[config.mk]
export PLATFORM = sky130hd
export DESIGN_NAME = aalc_ctrl
export DESIGN_NICKNAME = d
export VERILOG_FILES = /design/src/sv/aalc_pkg.sv /design/src/sv/aalc_ctrl.sv
export SDC_FILE = /design/constraint.sdc
export NUM_CORES = 1
export LEC_CHECK = 0
export BUFFER_PORTS_ARGS = -buffer_cell sky130_fd_sc_hd__buf_2
export CAP_MARGIN = 20
export CORE_AREA = 8 8 45 47
export DETAILED_ROUTE_END_ITERATION = 7
export DIE_AREA = 0 0 53 55
export SLEW_MARGIN = 20
export SYNTH_ARGS = -nofsm -noshare
export SYNTH_HDL_FRONTEND = slang
export SYNTH_SLANG_ARGS = --single-unit
[constraint.sdc]
create_clock -name clk -period 1.05 [get_ports clk]
set_input_delay 0.105 -clock clk [delete_from_list [all_inputs] [get_ports clk]]
set_output_delay 0.105 -clock clk [all_outputs]
set_load 0.03 [all_outputs]
[src/sv/aalc_pkg.sv]
// Shared constants, codes and control types of the address allow-list check.
`default_nettype none

package aalc_pkg;

	// Table sizes.
	localparam int V4_ENTRIES = 64;
	localparam int V6_ENTRIES = 64;

	// Slot address widths and fill count widths (a fill count can hold the depth).
	localparam int V4_AW = (V4_ENTRIES > 1) ? $clog2(V4_ENTRIES) : 1;
	localparam int V6_AW = (V6_ENTRIES > 1) ? $clog2(V6_ENTRIES) : 1;
	localparam int V4_CW = $clog2(V4_ENTRIES + 1);
	localparam int V6_CW = $clog2(V6_ENTRIES + 1);
	localparam int SCAN_W = (V4_CW > V6_CW) ? V4_CW : V6_CW;

	// Item operation codes.
	localparam logic FUNC_INSERT = 1'b0;
	localparam logic FUNC_CHECK  = 1'b1;

	// Address family codes.
	localparam logic [1:0] FAM_V4 = 2'd0;
	localparam logic [1:0] FAM_V6 = 2'd1;

	// Upper word of the low half for an IPv4-mapped IPv6 address.
	localparam logic [31:0] MAPPED_TAG = 32'h0000_ffff;

	// Result status codes.
	typedef enum logic [1:0] {
		ST_DONE    = 2'd0,
		ST_PRESENT = 2'd1,
		ST_FULL    = 2'd2,
		ST_UNKNOWN = 2'd3
	} status_t;

	// Controller states.
	typedef enum logic [1:0] {
		S_IDLE,
		S_SCAN,
		S_RESP
	} state_t;

	// Commands from the controller to the datapath.
	typedef struct packed {
		logic load;
		logic scan;
		logic finish;
		logic emit;
	} cmd_t;

	// Status from the datapath to the controller.
	typedef struct packed {
		logic in_unknown;
		logic scan_done;
		logic out_free;
	} stat_t;

endpackage

`default_nettype wire

[src/sv/aalc_ctrl.sv]
// Controller state machine: sequences load, table scan, finish and response.
`default_nettype none

module aalc_ctrl (
	input  wire logic           clk,
	input  wire logic           arst_n,
	input  wire logic           in_valid,
	output logic                in_ready,
	input  wire aalc_pkg::stat_t stat,
	output aalc_pkg::cmd_t      cmd
);

	aalc_pkg::state_t state_q;
	aalc_pkg::state_t state_nxt;

	// State register.
	always_ff @(posedge clk or negedge arst_n) begin
		if (!arst_n) begin
			state_q <= aalc_pkg::S_IDLE;
		end else begin
			state_q <= state_nxt;
		end
	end

	// Next state.
	always_comb begin
		state_nxt = state_q;
		case (state_q)
			aalc_pkg::S_IDLE: begin
				if (in_valid) begin
					state_nxt = stat.in_unknown ? aalc_pkg::S_RESP : aalc_pkg::S_SCAN;
				end
			end
			aalc_pkg::S_SCAN: begin
				if (stat.scan_done) begin
					state_nxt = aalc_pkg::S_RESP;
				end
			end
			aalc_pkg::S_RESP: begin
				if (stat.out_free) begin
					state_nxt = aalc_pkg::S_IDLE;
				end
			end
			default: state_nxt = aalc_pkg::S_IDLE;
		endcase
	end

	// Outputs.
	always_comb begin
		in_ready   = 1'b0;
		cmd        = '0;
		case (state_q)
			aalc_pkg::S_IDLE: begin
				in_ready = 1'b1;
				cmd.load = in_valid;
			end
			aalc_pkg::S_SCAN: begin
				cmd.scan   = !stat.scan_done;
				cmd.finish = stat.scan_done;
			end
			aalc_pkg::S_RESP: begin
				cmd.emit = stat.out_free;
			end
			default: begin
				in_ready = 1'b0;
			end
		endcase
	end

	// A scan is only ever started for a known family.
	property p_scan_known;
		@(posedge clk) disable iff (!arst_n)
		(cmd.load && !stat.in_unknown) |=> (state_q == aalc_pkg::S_SCAN);
	endproperty
	a_scan_known: assert property (p_scan_known) else $error("scan not started after load");

	// An unknown family goes straight to the response.
	property p_unknown_resp;
		@(posedge clk) disable iff (!arst_n)
		(cmd.load && stat.in_unknown) |=> (state_q == aalc_pkg::S_RESP);
	endproperty
	a_unknown_resp: assert property (p_unknown_resp) else $error("unknown family not answered");

	// Finish and emit, and load and scan, are never issued together.
	property p_cmd_excl;
		@(posedge clk) disable iff (!arst_n)
		!(cmd.finish && cmd.emit) && !(cmd.load && cmd.scan);
	endproperty
	a_cmd_excl: assert property (p_cmd_excl) else $error("conflicting commands");

endmodule

`default_nettype wire

==> results.txt <==
run status -> finished, violations left
failing checks -> negative setup slack
Mapped Cells -> 13
synthesis-to-finish area growth -> 124%
vias in the first global route -> 155
clk_skew -> 0.938 ps
hold path depth -> 3
Critical Path Start Type -> flip-flop
Final Cycle Share -> 1.11
layout cells sized above 1 -> 0.759
pre-CTS WS -> 22.1 ps
Synth Area in Adders -> 0
total power -> 0.657 mW
P per Cell Area -> 2230 nW/um2
Worst Hold Path EP -> state_q[0]
GRT Total Usage -> 0.0344
top post-synthesis cells by area -> dfrtp_1 38%, and3b_2 15%, nor3b_1 11%, and2_1 9.5%, a211o_1 6.7%
Synth warnings -> 0
top cells by count, synth -> 2 x and2_1, 2 x and3b_2, 2 x dfrtp_1, 2 x nor3b_1
Fillers -> 158
grt ovf -> 0
diode count -> 0
Post-Syn Nets -> 19
Biggest register -> state_q
Tmin final -> 1170 ps
Final Hold Fails -> 0
worst-margin pin slew -> 174 ps
multiplexer area fraction after synthesis -> 0
crit path DAT -> 1060 ps
CTS tree -> done
drt pass-1 iters -> 1
total number of vias -> 150
Area after DPL -> 209 um2
final antenna-violating net count -> 0
cell taking the most area after synthesis -> dfrtp_1
syn avg cell area -> 10.1 um2
CTS Buf Count -> 3
clock-pin transition on the worst setup and hold timing paths -> 30 ps
GR peak layer -> met4
setup ws final -> -116 ps
io pins -> 11
RePlAce Congestion -> 0.668
number of max-cap violations -> 0
largest net degree at the start of global routing -> 8
HP Start -> stat[2]
M2 GR Usage -> 0.0410
DIE AREA -> 2920 um2
Peak supply drop -> 0.349 mV
FF-to-FF End -> state_q[1]
H-tree depth -> 1
chip width -> 53 um
met3 usage -> 0.0187
register area share after synthesis -> 0.381
CP Capture Type -> output pin
compound-cell area share of the yosys netlist -> 0.105
global-route wire length before repair -> 572 um
setup TNS -> -543 ps
number of synthesized flops with an enable pin -> 0
# port buffers -> 10
nets -> 37
vias per cell -> 3.33
Die Span Y -> 55 um
Syn Std Cell Area -> 131 um2
RSZ-0062 raised after global routing -> true
relative max-transition margin -> 0.883
type of the tightest min-delay check -> in -> reg
met1 Resource Use GR -> 0.0213
Remaining DRCs -> 0
Crit Path Max Fanout -> 6
Avg WL per Cell -> 9.58 um
TritonCTS Sinks -> 2
Top Registers -> state_q (2)
Critical Path RT -> 940 ps
FF-to-FF setup slack -> -90 ps
final slew viol count -> 0
combinational family with the most area after synthesis -> simple AND/OR/NAND/NOR gates
r2r startpoint -> state_q[0]
Pleak -> 0.143 nW
Crit Path Class -> reg -> out
Clock Tree Buf Depth -> 2
row count -> 14
count of cell types in the netlist -> 9
ys async rst share -> 1.00
Core Region -> 1380 um2
Routed Wire Length -> 431 um
post-synthesis xor/xnor area fraction -> 0
clk_lat worst skew -> 220 ps
worst-case hold slack -> 147 ps
drt first-iter violations -> 0
FF+latch count, synth -> 2
# setup viols final -> 6
worst-case reg-to-reg path depth -> 3
fmax -> 857 MHz
simple logic cell fraction of the synthesized area -> 0.514
starting density of the core -> 0.0949
Largest register FFs -> 2
Post-Layout Inst Area -> 294 um2
root buf cell -> clkbuf_4
post-synth top area share -> 0.381
initial antenna violation count -> 0
Synth Flop Type -> dfrtp_1
## repair_timing
item,in CTS,in global routing
buffers inserted,1,1
resized for setup,8,6
hold buffers,1,0
pin swaps,2,4
gates cloned,0,0
endpoints found under the setup margin,5,7
hold endpoints to repair,2,0
## how the worst max path moves through the flow
stage | start | endpoint | slack (ps) | depth (start not counted)
2_1_floorplan | state_q[1] | cmd[3] | -160 | 2
3_3_place_gp | state_q[0] | state_q[0] | 30 | 2
3_5_place_dp | state_q[0] | state_q[0] | 20 | 2
4_1_cts | state_q[0] | cmd[3] | -150 | 3
5_1_grt | state_q[1] | cmd[3] | -160 | 3
6_report | state_q[1] | cmd[3] | -120 | 3
## critical path, cell delays in order (launching register included)
cell and delay [ps]:
dfrtp_2 440, nor2_4 130, and2_4 140, buf_6 120
## metal layers
metal | part of all wire | up-vias
li1 | - | 80
met1 | 0.33 | 64
met2 | 0.58 | 6
met3 | 0.088 | 0
met4 | 0 | 0
met5 | 0 | -
## cells in the final DEF, fill, tap and decap left out
cell / count
clkbuf_4: 3
nor2_4: 1
or3b_1: 1
and2_4: 1
and3b_2: 2
buf_6: 4
nor3b_1: 1
buf_2: 5
and2_1: 1
dlygate4sd3_1: 1
nor3b_2: 1
a21oi_1: 1
a211o_1: 1
dfrtp_2: 2
or2b_1: 1
buf_4: 3
## cells by family (layout without fill, tap and decap cells)
logic type / after synthesis / after routing
DFF: 2 / 2
and+or+nand+nor: 9 / 9
buffers and inverters: 0 / 16
AOI/OAI and AO/OA: 2 / 2
## where the power goes
part,switching (mW),total [mW],internal (mW)
registers,0.0453,0.150,0.105
clock network,0.0454,0.172,0.126
logic,0.155,0.335,0.180
total,0.246,0.657,0.411
## layout make-up
cell class,count,area [um2],area share
clock buffers,3,22.5,0.0766
repair buffers,13,103,0.349
multi-input cells,11,96.3,0.328
flip-flops and latches,2,52.6,0.179
well taps,16,20.0,0.0681
## stage by stage
stage                      util  cells
after global placement    0.151     39
after global routing      0.212     45
final                     0.212     45
after CTS                 0.197     44
after detailed placement  0.151     39
after floorplan               -     13
No activity file was read; power rests on OpenSTA's default activity.
